$ cat config.mk
export PLATFORM = sky130hd
export DESIGN_NAME = adc_table_interpolator_flat
export DESIGN_NICKNAME = d
export VERILOG_FILES = /design/src/design/ati_pkg.sv /design/src/design/ati_in_if.sv /design/src/design/ati_out_if.sv /design/src/design/adc_table_interpolator.sv /design/src/design/ati_table.sv /design/src/design/ati_div.sv /design/src/flat_wrapper.sv
export SDC_FILE = /design/constraint.sdc
export NUM_CORES = 2
export LEC_CHECK = 0
export BUFFER_PORTS_ARGS = -buffer_cell sky130_fd_sc_hd__buf_2
export CORE_UTILIZATION = 43
export CTS_CLUSTER_DIAMETER = 120
export CTS_CLUSTER_SIZE = 30
export DETAILED_ROUTE_END_ITERATION = 7
export PLACE_DENSITY_LB_ADDON = 0.1
export SLEW_MARGIN = 20
export SYNTH_ARGS = -nofsm -noshare
export SYNTH_HDL_FRONTEND = slang
export SYNTH_SLANG_ARGS = --single-unit
$ cat constraint.sdc
create_clock -name i_clk -period 10.38 [get_ports i_clk]
set_input_delay 1.038 -clock i_clk [delete_from_list [all_inputs] [get_ports i_clk]]
set_output_delay 1.038 -clock i_clk [all_outputs]
set_load 0.02 [all_outputs]
$ cat src/design/ati_pkg.sv
// Shared types and constants for the ADC table interpolator.
package ati_pkg;

    localparam int ADC_W        = 16;
    localparam int TEMP_W       = 16;
    localparam int IDX_W        = 6;
    localparam int SIZE_W       = 7;
    localparam int TABLE_DEPTH_DEF = 64;

    // serial divider operand widths: |dtemp * dadc| < 2^32, |dadc| < 2^16
    localparam int DIVIDEND_W   = 32;
    localparam int DIVISOR_W    = 16;
    localparam int PROD_W       = 34;
    localparam int DIFF_W       = 17;

    localparam logic signed [TEMP_W-1:0] DEFAULT_TEMP = 16'sd300;
    localparam logic signed [PROD_W-1:0] TEMP_MAX = 34'sd32767;
    localparam logic signed [PROD_W-1:0] TEMP_MIN = -34'sd32768;

    localparam logic ACT_LOAD    = 1'b0;
    localparam logic ACT_CONVERT = 1'b1;

    typedef struct packed {
        logic        [ADC_W-1:0]  adc;
        logic signed [TEMP_W-1:0] temp;
    } t_entry;

    typedef enum logic [3:0] {
        S_IDLE,
        S_FIRST,
        S_LAST,
        S_SRCH,
        S_RLO,
        S_RHI,
        S_MUL,
        S_DSTART,
        S_DIV,
        S_OUT
    } t_state;

endpackage

$ cat src/design/ati_in_if.sv
// Input channel: load and convert beats.
interface ati_in_if import ati_pkg::*; ();
    logic                     valid;
    logic                     ready;
    logic                     action;
    logic        [IDX_W-1:0]  entry_index;
    logic        [ADC_W-1:0]  entry_adc;
    logic signed [TEMP_W-1:0] entry_temp;
    logic        [ADC_W-1:0]  sample_adc;

    modport source (output valid, action, entry_index, entry_adc, entry_temp, sample_adc,
                    input ready);
    modport sink (input valid, action, entry_index, entry_adc, entry_temp, sample_adc,
                  output ready);
endinterface

$ cat src/design/ati_out_if.sv
// Output channel: converted temperature beats.
interface ati_out_if import ati_pkg::*; ();
    logic                     valid;
    logic                     ready;
    logic signed [TEMP_W-1:0] temperature;

    modport source (output valid, temperature, input ready);
    modport sink (input valid, temperature, output ready);
endinterface

$ cat src/design/adc_table_interpolator.sv
// Top level: ADC-to-temperature conversion by piecewise-linear table lookup.
// A load beat writes one calibration entry. A convert beat runs a small
// sequencer over the table memory, which has one registered read port, so
// each table access is registered: an empty table answers with the default
// temperature, a sample at or beyond either end with that end's entry after
// reading the first or also the last entry, an exact hit after k search steps
// (k <= log2(table_size) + 1), and an interpolated result after the two
// bracketing reads, a multiply and the 32-step serial divider. The result
// is held in an output register until taken; no new beat is accepted until then.
module adc_table_interpolator import ati_pkg::*; #(
    parameter int TABLE_DEPTH = TABLE_DEPTH_DEF
) (
    input  logic              i_clk,
    input  logic              i_rst_n,
    input  logic              i_cfg_we,
    input  logic [SIZE_W-1:0] i_cfg_wdata,
    ati_in_if.sink            i_in,
    ati_out_if.source         o_out
);

    localparam int AW = (TABLE_DEPTH > 1) ? $clog2(TABLE_DEPTH) : 1;
    localparam int CW = $clog2(TABLE_DEPTH + 1);

    t_state                   r_state, n_state;
    logic [SIZE_W-1:0]        r_table_size;
    logic [ADC_W-1:0]         r_sample, n_sample;
    logic [AW-1:0]            r_lo, n_lo;
    logic [AW-1:0]            r_hi, n_hi;
    logic [AW-1:0]            r_mid, n_mid;
    logic [ADC_W-1:0]         r_adc_lo, n_adc_lo;
    logic signed [TEMP_W-1:0] r_temp_lo, n_temp_lo;
    logic signed [TEMP_W-1:0] r_temp_hi, n_temp_hi;
    logic signed [DIFF_W-1:0] r_tdiff, n_tdiff;
    logic signed [DIFF_W-1:0] r_adiff, n_adiff;
    logic signed [DIFF_W-1:0] r_den, n_den;
    logic signed [PROD_W-1:0] r_prod, n_prod;
    logic                     r_neg, n_neg;
    logic                     r_out_valid, n_out_valid;
    logic signed [TEMP_W-1:0] r_out_temp, n_out_temp;

    logic [CW-1:0]            n_used;
    logic [AW-1:0]            last;
    logic                     in_acc;
    logic                     idx_ok;
    logic                     mem_we;
    logic [AW-1:0]            rd_addr;
    t_entry                   wr_entry;
    t_entry                   rd;
    logic [AW-1:0]            lo2, hi2;
    logic [AW:0]              mid_sum;
    logic signed [DIFF_W-1:0] den_c;
    logic signed [PROD_W-1:0] prod_mag;
    logic signed [DIFF_W-1:0] den_mag;
    logic signed [PROD_W-1:0] q_ext;
    logic signed [PROD_W-1:0] res;
    logic                     div_start;
    logic [DIVIDEND_W-1:0]    div_dividend;
    logic [DIVISOR_W-1:0]     div_divisor;
    logic                     div_done;
    logic [DIVIDEND_W-1:0]    div_quotient;

    assign n_used = (32'(r_table_size) > TABLE_DEPTH) ? CW'(TABLE_DEPTH) : CW'(r_table_size);
    assign last   = AW'(n_used - 1'b1);
    assign in_acc = i_in.valid && i_in.ready;
    assign idx_ok = 32'(i_in.entry_index) < TABLE_DEPTH;
    assign mem_we = in_acc && (i_in.action == ACT_LOAD) && idx_ok;
    assign wr_entry.adc  = i_in.entry_adc;
    assign wr_entry.temp = i_in.entry_temp;

    ati_table #(
        .TABLE_DEPTH (TABLE_DEPTH),
        .AW          (AW)
    ) u_table (
        .i_clk   (i_clk),
        .i_we    (mem_we),
        .i_waddr (AW'(i_in.entry_index)),
        .i_wdata (wr_entry),
        .i_raddr (rd_addr),
        .o_rdata (rd)
    );

    ati_div u_div (
        .i_clk      (i_clk),
        .i_rst_n    (i_rst_n),
        .i_start    (div_start),
        .i_dividend (div_dividend),
        .i_divisor  (div_divisor),
        .o_done     (div_done),
        .o_quotient (div_quotient)
    );

    always_comb begin
        n_state     = r_state;
        n_sample    = r_sample;
        n_lo        = r_lo;
        n_hi        = r_hi;
        n_mid       = r_mid;
        n_adc_lo    = r_adc_lo;
        n_temp_lo   = r_temp_lo;
        n_temp_hi   = r_temp_hi;
        n_tdiff     = r_tdiff;
        n_adiff     = r_adiff;
        n_den       = r_den;
        n_prod      = r_prod;
        n_neg       = r_neg;
        n_out_valid = r_out_valid;
        n_out_temp  = r_out_temp;
        rd_addr     = '0;
        lo2         = r_lo;
        hi2         = r_hi;
        mid_sum     = '0;
        den_c       = $signed({1'b0, r_adc_lo}) - $signed({1'b0, rd.adc});
        prod_mag    = r_prod[PROD_W-1] ? -r_prod : r_prod;
        den_mag     = r_den[DIFF_W-1] ? -r_den : r_den;
        q_ext       = $signed({2'b00, div_quotient});
        res         = '0;
        div_start   = 1'b0;
        div_dividend = prod_mag[DIVIDEND_W-1:0];
        div_divisor  = den_mag[DIVISOR_W-1:0];

        case (r_state)
            S_IDLE: begin
                if (in_acc && (i_in.action == ACT_CONVERT)) begin
                    n_sample = i_in.sample_adc;
                    if (n_used == '0) begin
                        n_out_valid = 1'b1;
                        n_out_temp  = DEFAULT_TEMP;
                        n_state     = S_OUT;
                    end else begin
                        rd_addr = '0;
                        n_state = S_FIRST;
                    end
                end
            end
            S_FIRST: begin
                if (rd.adc >= r_sample) begin
                    n_out_valid = 1'b1;
                    n_out_temp  = rd.temp;
                    n_state     = S_OUT;
                end else begin
                    rd_addr = last;
                    n_lo    = '0;
                    n_hi    = last;
                    n_state = S_LAST;
                end
            end
            S_LAST: begin
                if (rd.adc <= r_sample) begin
                    n_out_valid = 1'b1;
                    n_out_temp  = rd.temp;
                    n_state     = S_OUT;
                end else begin
                    mid_sum = {1'b0, r_lo} + {1'b0, r_hi};
                    n_mid   = mid_sum[AW:1];
                    rd_addr = mid_sum[AW:1];
                    n_state = S_SRCH;
                end
            end
            S_SRCH: begin
                // the first entry is below the sample and the last above it,
                // so lo and hi stay inside the table
                if (rd.adc == r_sample) begin
                    n_out_valid = 1'b1;
                    n_out_temp  = rd.temp;
                    n_state     = S_OUT;
                end else begin
                    if (rd.adc > r_sample) begin
                        hi2 = r_mid - 1'b1;
                    end else begin
                        lo2 = r_mid + 1'b1;
                    end
                    n_lo = lo2;
                    n_hi = hi2;
                    if (lo2 <= hi2) begin
                        mid_sum = {1'b0, lo2} + {1'b0, hi2};
                        n_mid   = mid_sum[AW:1];
                        rd_addr = mid_sum[AW:1];
                    end else begin
                        rd_addr = lo2;
                        n_state = S_RLO;
                    end
                end
            end
            S_RLO: begin
                n_adc_lo  = rd.adc;
                n_temp_lo = rd.temp;
                rd_addr   = r_hi;
                n_state   = S_RHI;
            end
            S_RHI: begin
                if (den_c == '0) begin
                    n_out_valid = 1'b1;
                    n_out_temp  = rd.temp;
                    n_state     = S_OUT;
                end else begin
                    n_temp_hi = rd.temp;
                    n_den     = den_c;
                    n_tdiff   = $signed({r_temp_lo[TEMP_W-1], r_temp_lo})
                              - $signed({rd.temp[TEMP_W-1], rd.temp});
                    n_adiff   = $signed({1'b0, r_sample}) - $signed({1'b0, rd.adc});
                    n_state   = S_MUL;
                end
            end
            S_MUL: begin
                n_prod  = r_tdiff * r_adiff;
                n_state = S_DSTART;
            end
            S_DSTART: begin
                div_start = 1'b1;
                n_neg     = r_prod[PROD_W-1] ^ r_den[DIFF_W-1];
                n_state   = S_DIV;
            end
            S_DIV: begin
                if (div_done) begin
                    // quotient magnitude, sign restored: truncation toward zero
                    res = $signed({{(PROD_W-TEMP_W){r_temp_hi[TEMP_W-1]}}, r_temp_hi})
                        + (r_neg ? -q_ext : q_ext);
                    n_out_valid = 1'b1;
                    if (res > TEMP_MAX) begin
                        n_out_temp = TEMP_MAX[TEMP_W-1:0];
                    end else if (res < TEMP_MIN) begin
                        n_out_temp = TEMP_MIN[TEMP_W-1:0];
                    end else begin
                        n_out_temp = res[TEMP_W-1:0];
                    end
                    n_state = S_OUT;
                end
            end
            S_OUT: begin
                if (o_out.ready) begin
                    n_out_valid = 1'b0;
                    n_state     = S_IDLE;
                end
            end
            default: begin
                n_state     = S_IDLE;
                n_out_valid = 1'b0;
            end
        endcase
    end

    always_ff @(posedge i_clk) begin
        if (!i_rst_n) begin
            r_state      <= S_IDLE;
            r_table_size <= '0;
            r_out_valid  <= 1'b0;
        end else begin
            r_state     <= n_state;
            r_out_valid <= n_out_valid;
            if (i_cfg_we) begin
                r_table_size <= i_cfg_wdata;
            end
        end
    end

    always_ff @(posedge i_clk) begin
        r_sample   <= n_sample;
        r_lo       <= n_lo;
        r_hi       <= n_hi;
        r_mid      <= n_mid;
        r_adc_lo   <= n_adc_lo;
        r_temp_lo  <= n_temp_lo;
        r_temp_hi  <= n_temp_hi;
        r_tdiff    <= n_tdiff;
        r_adiff    <= n_adiff;
        r_den      <= n_den;
        r_prod     <= n_prod;
        r_neg      <= n_neg;
        r_out_temp <= n_out_temp;
    end

    assign i_in.ready        = (r_state == S_IDLE);
    assign o_out.valid       = r_out_valid;
    assign o_out.temperature = r_out_temp;

endmodule

$ cat src/design/ati_table.sv
// Calibration table memory: one write port, one registered read port.
module ati_table import ati_pkg::*; #(
    parameter int TABLE_DEPTH = TABLE_DEPTH_DEF,
    parameter int AW          = $clog2(TABLE_DEPTH)
) (
    input  logic          i_clk,
    input  logic          i_we,
    input  logic [AW-1:0] i_waddr,
    input  t_entry        i_wdata,
    input  logic [AW-1:0] i_raddr,
    output t_entry        o_rdata
);

    t_entry r_mem [TABLE_DEPTH];
    t_entry r_rdata;

    always_ff @(posedge i_clk) begin
        if (i_we) begin
            r_mem[i_waddr] <= i_wdata;
        end
    end

    always_ff @(posedge i_clk) begin
        r_rdata <= r_mem[i_raddr];
    end

    assign o_rdata = r_rdata;

endmodule

$ cat src/design/ati_div.sv
// Restoring unsigned divider, one quotient bit per cycle.
module ati_div import ati_pkg::*; (
    input  logic                  i_clk,
    input  logic                  i_rst_n,
    input  logic                  i_start,
    input  logic [DIVIDEND_W-1:0] i_dividend,
    input  logic [DIVISOR_W-1:0]  i_divisor,
    output logic                  o_done,
    output logic [DIVIDEND_W-1:0] o_quotient
);

    localparam int CNT_W = $clog2(DIVIDEND_W);

    logic                  r_busy, n_busy;
    logic                  r_done, n_done;
    logic [CNT_W-1:0]      r_cnt, n_cnt;
    logic [DIVISOR_W-1:0]  r_rem, n_rem;
    logic [DIVIDEND_W-1:0] r_quo, n_quo;
    logic [DIVISOR_W-1:0]  r_div, n_div;
    logic [DIVISOR_W:0]    trial;
    logic [DIVISOR_W:0]    diff;

    always_comb begin
        n_busy = r_busy;
        n_done = 1'b0;
        n_cnt  = r_cnt;
        n_rem  = r_rem;
        n_quo  = r_quo;
        n_div  = r_div;
        trial  = {r_rem, r_quo[DIVIDEND_W-1]};
        diff   = trial - {1'b0, r_div};
        if (i_start) begin
            n_busy = 1'b1;
            n_cnt  = CNT_W'(DIVIDEND_W - 1);
            n_rem  = '0;
            n_quo  = i_dividend;
            n_div  = i_divisor;
        end else if (r_busy) begin
            // dividend bits shift out the top while quotient bits enter the bottom
            if (trial >= {1'b0, r_div}) begin
                n_rem = diff[DIVISOR_W-1:0];
                n_quo = {r_quo[DIVIDEND_W-2:0], 1'b1};
            end else begin
                n_rem = trial[DIVISOR_W-1:0];
                n_quo = {r_quo[DIVIDEND_W-2:0], 1'b0};
            end
            if (r_cnt == '0) begin
                n_busy = 1'b0;
                n_done = 1'b1;
            end else begin
                n_cnt = r_cnt - 1'b1;
            end
        end
    end

    always_ff @(posedge i_clk) begin
        if (!i_rst_n) begin
            r_busy <= 1'b0;
            r_done <= 1'b0;
            r_cnt  <= '0;
        end else begin
            r_busy <= n_busy;
            r_done <= n_done;
            r_cnt  <= n_cnt;
        end
    end

    always_ff @(posedge i_clk) begin
        r_rem <= n_rem;
        r_quo <= n_quo;
        r_div <= n_div;
    end

    assign o_done     = r_done;
    assign o_quotient = r_quo;

endmodule

$ cat src/flat_wrapper.sv
// flat-port wrapper written by rule: the top's interface ports become plain ports
module adc_table_interpolator_flat import ati_pkg::*;
#(
    parameter int TABLE_DEPTH = TABLE_DEPTH_DEF
)
  (i_clk, i_rst_n, i_cfg_we, i_cfg_wdata, i_in_valid, i_in_action, i_in_entry_index, i_in_entry_adc, i_in_entry_temp, i_in_sample_adc, i_in_ready, o_out_valid, o_out_temperature, o_out_ready);
  ati_in_if i_in_i ();
  ati_out_if o_out_i ();
  input  logic i_clk;
  input  logic i_rst_n;
  input  logic i_cfg_we;
  input  logic [SIZE_W-1:0] i_cfg_wdata;
  input wire logic [$bits(i_in_i.valid)-1:0] i_in_valid;
  input wire logic [$bits(i_in_i.action)-1:0] i_in_action;
  input wire logic [$bits(i_in_i.entry_index)-1:0] i_in_entry_index;
  input wire logic [$bits(i_in_i.entry_adc)-1:0] i_in_entry_adc;
  input wire logic [$bits(i_in_i.entry_temp)-1:0] i_in_entry_temp;
  input wire logic [$bits(i_in_i.sample_adc)-1:0] i_in_sample_adc;
  output wire logic [$bits(i_in_i.ready)-1:0] i_in_ready;
  output wire logic [$bits(o_out_i.valid)-1:0] o_out_valid;
  output wire logic [$bits(o_out_i.temperature)-1:0] o_out_temperature;
  input wire logic [$bits(o_out_i.ready)-1:0] o_out_ready;
  assign i_in_i.valid = i_in_valid;
  assign i_in_i.action = i_in_action;
  assign i_in_i.entry_index = i_in_entry_index;
  assign i_in_i.entry_adc = i_in_entry_adc;
  assign i_in_i.entry_temp = i_in_entry_temp;
  assign i_in_i.sample_adc = i_in_sample_adc;
  assign i_in_ready = i_in_i.ready;
  assign o_out_valid = o_out_i.valid;
  assign o_out_temperature = o_out_i.temperature;
  assign o_out_i.ready = o_out_ready;
  adc_table_interpolator #(.TABLE_DEPTH(TABLE_DEPTH)) u_core (.i_clk(i_clk), .i_rst_n(i_rst_n), .i_cfg_we(i_cfg_we), .i_cfg_wdata(i_cfg_wdata), .i_in(i_in_i), .o_out(o_out_i));
endmodule
# After elaboration in Yosys (flattened, before gate mapping)
# Memory sizes are Yosys's and may differ from the RTL's. A register that Yosys moved wholly into a read port is not among the register bits.
# Cells that the tools add are included.
[op_classes] addsub=14 mul=1 order_cmp=8 eq_ne=24 n_mux=68 bitwise_logic=6 reduce_logical=21
[op_table] operator="$mux W16" n=11
[op_table] operator="$mux W6" n=17
[op_table] operator="$mux W32" n=3
[op_table] operator="$pmux W16 S6" n=1
[op_table] operator="$sub A16 B16 Y17" n=3
[op_table] operator="$pmux W4 S10" n=1
[op_table] operator="$mux W4" n=9
[op_table] operator="$pmux W6 S2" n=3
[op_table] operator="$add A16 B34 Y34" n=1
[op_table] operator="$gt A34 B16 Y1 const B" n=1
[op_table] operator="$lt A34 B16 Y1 const B" n=1
[op_table] operator="$mul A17 B17 Y34" n=1
[op_table] operator="$mux W34" n=1
[op_table] operator="$neg A32 Y34" n=1
[op_table] operator="$neg A32 Y32" n=1
[op_table] operator="$pmux W6 S4" n=1
[op_table] operator="$ge A17 B16 Y1" n=1
[op_table] operator="$logic_not A17 Y1" n=1
[op_table] operator="$eq A16 B16 Y1" n=1
[op_table] operator="$eq A4 B3 Y1 const B" n=4
[op_table] operator="$ge A16 B16 Y1" n=1
[op_table] operator="$gt A16 B16 Y1" n=1
[op_table] operator="$le A16 B16 Y1" n=1
[op_table] operator="$mux W1" n=16
[op_table] operator="31 further kinds" n=60
[totals] register_bits=267 ram_bits=2048 inputBits=67 output_inout_bits=18 wordCells=165 n_memories=1
[mem_list] memory="u_core.u_table.r_mem" words=64 word_bits=32 read_ports=1 rd_clocked_by_memory_dff=1 write_ports=1 line_no="ati_table.sv:14" text="t_entry r_mem [TABLE_DEPTH];"

# Logic depth before layout (Yosys ltp)
[depth] depth_word=8 depth_mapped=30 mapped_depth_nobuf=25

# By module
# A second synthesis with hierarchy kept.
[hier_totals] hier_cells=6371 area_unflattened_um2=107618.2
[by_module_without_submodules] mod="ati_table" instances=1 cells_each=3324 area_per_inst_um2=78512.8 seq_area_each_um2=62139.6
[by_module_without_submodules] mod="adc_table_interpolator" instances=1 cells_each=2706 area_per_inst_um2=25254.2 seq_area_each_um2=5735.5
[by_module_without_submodules] mod="ati_div" instances=1 cells_each=341 area_per_inst_um2=3851.2 seq_area_each_um2=1901.8

# Least setup slack after synthesis
# Ideal clock, no wire load.
[synth_timing] path_type="register to register" start="reg u_core.u_table.o_rdata[17] (netlist name)" end="reg u_core.r_out_temp[0] (netlist: u_core.o_out.temperature[0]) (enable)" setup_ns=0.639 t_arrival_ns=7.031 t_required_ns=9.741 slack_ns=2.710 stages_incl_launch_ff=13 path_buffers=0 synth_period_minus_slack_ns=7.670 path_cell_list="dfxtp_1 > inv_1 > ha_1 > nor2b_1 > o2111ai_1 > nand3_1 > a41o_1 > a211o_1 > a21oi_1 > mux2i_1 > nor4_1 > a21oi_1 > nor3_1"
[synth_between] elab_chain_len=4 elab_cells_between_ends=10 classes_between="add/sub: 1; order compare: 2; eq/ne: 5; reduce/logical: 2"
[synth_rtl] item="$sub A16 B16 Y17" line_no="adc_table_interpolator.sv:112" text="den_c = $signed({1'b0, r_adc_lo}) - $signed({1'b0, rd.adc});"
[synth_rtl] item="$logic_not A17 Y1" line_no="adc_table_interpolator.sv:191" text="if (den_c == '0) begin"
[synth_rtl] item="$ne A2 B1 Y1 (no source line)"
[synth_rtl] item="$reduce_and A8 Y1 (no source line) (*)"
[synth_rtl] item="end signal: assignment" line_no="adc_table_interpolator.sv:269" text="r_out_temp <= n_out_temp;"
[synth_rtl] item="end: declaration" line_no="adc_table_interpolator.sv:39" text="logic signed [TEMP_W-1:0] r_out_temp, n_out_temp;"
# Mark *: on every way between the ends. The rest lies on a longest branch, timed or not.
# A chain may end at the register's enable or synchronous reset.

# Final worst setup path
[layout_timing] start="reg u_core.u_table.o_rdata[23] (netlist name)" end="reg u_core.u_table.o_rdata[16] (netlist name)"
[layout_between] elab_chain_len=8 elab_cells_between_ends=17 classes_between="add/sub: 1; order compare: 4; eq/ne: 1; mux: 11"
[layout_rtl] item="$gt A16 B16 Y1" line_no="adc_table_interpolator.sv:167" text="if (rd.adc > r_sample) begin"
[layout_rtl] item="$mux W6" line_no="adc_table_interpolator.sv:167"
[layout_rtl] item="$mux W6" line_no="adc_table_interpolator.sv:162" text="if (rd.adc == r_sample) begin"
[layout_rtl] item="$mux W6" line_no="adc_table_interpolator.sv:121" text="case (r_state)"
[layout_rtl] item="$add A6 B6 Y7 or $le A6 B6 Y1 (tied branches)" line_no="adc_table_interpolator.sv:175, adc_table_interpolator.sv:174"
[layout_rtl] item="$mux W6" line_no="adc_table_interpolator.sv:174" text="if (lo2 <= hi2) begin"
[layout_rtl] item="$mux W6" line_no="adc_table_interpolator.sv:162"
[layout_rtl] item="$pmux W6 S4 (*)" line_no="adc_table_interpolator.sv:121"
# Mark *: on every way between the ends. The rest lies on a longest branch, timed or not. The select of a mux whose other input is x is not followed.

==> impl_metrics.py <==
metrics = {
    "timing": {
        "slew_viol_final": 0,
        "finalSetupViolations": 0,
        "timing.setup.tns_ns": 0,
        "fmax_ghz": 0.1156,
        "slew_headroom_pct": 28.81,
        "final_hold_viol_count": 0,
        "grt_setup_unrepaired": "false",
        "timing.final.ws_setup_ns": 1.726,
        "timing.final.crit_period_ns": 8.654,
        "period_share_pct": 83.37,
        "skew_ns": 0.05126,
        "fin_hold_ws_ns": 0.4489,
        "worst_pin_slew_ns": 1.068,
    },
    "critical_path": {
        "cp.required_ns": 10.98,
        "end_kind": "register",
        "crit_slowest_cell": "or3_1",
        "start_kind": "register",
        "reg2regPathDepth": 22,
        "crit-reg2reg-launch": "u_core.u_table.o_rdata[23]",
        "r2r_slack_ns": 1.73,
        "worstSetupStartpoint": "u_core.u_table.o_rdata[23]",
        "worstPathMaxFanout": 40,
        "cp_num_buf_inv": 4,
        "cp_top_family": "simple AND/OR/NAND/NOR gates",
        "worstSetupPathType": "register to register",
        "cp.arrival_ns": 9.26,
        "reg2reg_to": "u_core.u_table.o_rdata[16]",
        "worst_path_most_repeated_cell": "or3_1",
        "path_cells": "inv_1, ha_1, nand4_1, or3_1, a21oi_1, or3_1, mux2i_1, inv_1, ha_1, nor3b_1, o31ai_1, a22o_1, o32ai_1, mux2i_4, and2_4, buf_4, buf_4, mux2i_1, a32oi_1, nand4_1, o2111ai_1, or3_1",
        "cp_slowest_stage_delay_ns": 0.73,
    },
    "power": {
        "p_total_mw": 23.64,
        "p_leak_nw": 40.78,
        "p_clk_share_pct": 19.6,
        "p_seq_share_pct": 46.5,
        "net-switching-power_mw": 8.803,
        "internal_power_mw": 14.83,
        "combPwrFrac_pct": 33.9,
        "ir_drop_mv": 0.2020,
        "switching_share_pct": 37.24,
        "pwr_density_cell_nw_per_um2": 203.4,
    },
    "layout": {
        "area_growth_pct": 7.331,
        "final_nets": 9023,
        "layout.area.seq_sq_um": 69780,
        "multi_input_area_sq_um": 35740,
        "drive_above_1_share_pct": 6.177,
        "n_fill_cell": 22240,
        "fin_area_sq_um": 116200,
    },
    "floorplan": {
        "die_area_sq_um": 253800,
        "ios": 85,
        "start_util_pct": 43.42,
        "core_sq_um": 249300,
        "placementRows": 183,
        "die_h_microns": 503.8,
        "fp.dieW_microns": 503.8,
    },
    "routing": {
        "drt-wirelength-per-cell_microns": 28.61,
        "vias_per_cell": 5.926,
        "drc": 0,
        "ant_nets": 0,
        "drt-initial-drc-count": 7745,
        "routed_wl_mm": 339.2,
        "vias": 70280,
        "firstDrtPassIters": 6,
    },
    "synth": {
        "synth_area_sq_um": 108300,
        "synth-simple-area-share_pct": 12.93,
        "ys_top_cells_by_count": "edfxtp_1, nand2_1, inv_1, nand3_1, clkbuf_1",
        "ys_dominant_reg_cell": "edfxtp_1",
        "yosysTopAreaCell": "edfxtp_1",
        "synth_cells": 8530,
        "synthTopCellsByArea": "edfxtp_1, nand2_1, fa_1",
        "yosysSeqAreaShare_pct": 64.46,
        "synth-edff-count": 2279,
        "synth-xor-area-share_pct": 1.626,
        "avgSynthCellArea_sq_um": 12.69,
        "ys_async_sr_fraction_pct": 0,
        "ys_warn_count": 0,
        "yosysTopAreaCellShare_pct": 63.22,
        "synthAdderAreaFrac_pct": 7.996,
        "synth_mux_area_share_pct": 1.623,
        "syn_nets": 9107,
        "synth_top_family_by_area": "simple AND/OR/NAND/NOR gates",
        "synth_seq_cells": 2346,
        "yosysMostFrequentCell": "edfxtp_1",
        "ys_types": 91,
        "synth-compound-area-share_pct": 8.205,
    },
    "hold_path": {
        "min_from": "u_core.u_table.o_rdata[30]",
        "hold_depth": 0,
        "hold-path-endpoint": "u_core.r_adc_lo[14]",
        "hp-class": "register to register",
    },
    "global_route": {
        "grt_pass1_wl_mm": 486.4,
        "grt_max_degree": 146,
        "grt_usage_pct": 26.22,
        "grt_pass1_vias": 66930,
        "antenna_found_initial": 31,
        "grt-ovfl-total": 0,
    },
    "clock_network": {
        "clk_pin_slew_ns": 0.11,
        "cts_setup_buffers": 0,
        "cts_buffers": 90,
        "clk_path_buf_depth": 3,
        "htree_num_levels": 3,
        "cts.sinks": 2346,
        "root_buffer": "clkbuf_16",
        "cts_tree": "done",
        "clk_latency_ns": 0.79,
        "cts_hold_buf": 0,
        "ctsResizeCount": 0,
    },
    "placement": {
        "port_buffers": 84,
        "place_hpwl_mm": 205.6,
        "place_area_sq_um": 113400,
        "place.gp.congestion": 0.8613,
        "dp_worst_setup_slack_ns": 1.867,
    },
    "run": {
        "cap_violations": 0,
    },
    "outcome": {
        "status": "finished clean",
    },
}
==> flip-flops by register name, summed over array words and instances (netlist names), 4 cells and up <==
| signal | cells |
|---|---|
| u_core.u_div.r_cnt | 5 |
| u_core.r_lo | 6 |
| u_core.r_adc_lo | 16 |
| u_core.r_tdiff | 17 |
| u_core.r_hi | 6 |
| u_core.u_table.o_rdata | 32 |
| u_core.o_out.temperature | 16 |
| u_core.r_den | 17 |
| u_core.u_table.r_mem | 2048 |
| u_core.u_div.o_quotient | 32 |
| u_core.u_div.r_div | 16 |
| u_core.r_temp_lo | 16 |
| u_core.r_table_size | 7 |
| u_core.u_div.r_rem | 16 |
| u_core.r_temp_hi | 16 |
| u_core.r_state | 4 |
| u_core.r_adiff | 17 |
| u_core.r_sample | 16 |
| u_core.r_prod | 33 |
| u_core.r_mid | 6 |
==> worst max-delay path by stage <==
stage,end,slack (ns),cells past startpoint
6_report,u_core.u_table.o_rdata[16],1.73,22
5_1_grt,u_core.u_table.o_rdata[19],1.26,22
4_1_cts,u_core.u_table.o_rdata[19],1.85,21
3_5_place_dp,u_core.u_table.o_rdata[19],1.87,22
3_3_place_gp,u_core.u_table.o_rdata[19],1.86,22
2_1_floorplan,u_core.o_out.temperature[0],2.71,12
==> per-stage QoR <==
step | std cells | utilization [%]
6_report | 11860 | 46.60
5_1_grt | 11850 | 46.59
4_1_cts | 11850 | 46.58
3_5_place_dp | 11680 | 45.50
3_3_place_gp | 11680 | 45.48
2_1_floorplan | 8530 | -
==> cell type report <==
cell class | instances | area share [%]
timing repair buffer | 284 | 1.863
antenna | 12 | 0.02584
inverter | 431 | 1.392
sequential | 2346 | 60.05
clock buffer | 150 | 2.187
clock inverter | 12 | 0.1292
multi-input combinational | 5293 | 30.76
tap | 3330 | 3.586
==> power by group through the flow <==
stage	sequential, mW	combinational [mW]	clock (mW)
final	11.0	8.01	4.64
after global placement	11.2	7.96	0
after global routing	11.0	8.61	5.00
after floorplan	11.0	4.84	0
after CTS	11.0	7.99	4.73
after detailed placement	11.2	7.96	0
==> placed cells by master (no fill, tap or decap), types with 31 or more instances in the layout <==
master,count
buf_2,72
dfxtp_1,67
buf_4,195
fa_1,303
ha_1,207
o2111ai_1,36
edfxtp_1,2279
a21o_1,42
a31oi_1,88
a311oi_1,52
nor2_4,74
a32oi_1,195
clkbuf_16,93
or3_1,36
nand4_1,105
o21ai_0,169
a22oi_1,78
nand3_1,415
nor2_1,140
a21oi_1,318
and3_1,154
clkbuf_1,57
inv_1,430
nand2b_1,37
mux2i_1,170
xnor2_1,138
a211oi_1,95
nor2b_1,31
nand2_1,1820
xor2_1,58
and2_1,150
nor3_1,50
==> kinds of logic after synthesis <==
group	count (synthesis)
AOI/OAI and AO/OA	1291
adders and majority gates	510
DFF	2346
buffers and inverters	891
and+or+nand+nor	3120
xor gates and xnor gates	198
muxes	174
==> per-layer routing <==
metal  track usage (%)  vias to the layer above  wire length (microns)  share of wire [%]
li1                  -                    30790                      -                  -
met1             36.75                    36330                 145500                 43
met2             42.49                     2708                 159900                 47
met3             3.561                      434                  23450                6.9
met4             7.752                       14                  10330                3.0
met5                 0                        -                    100              0.029
No activity file was read; power rests on OpenSTA's default activity.
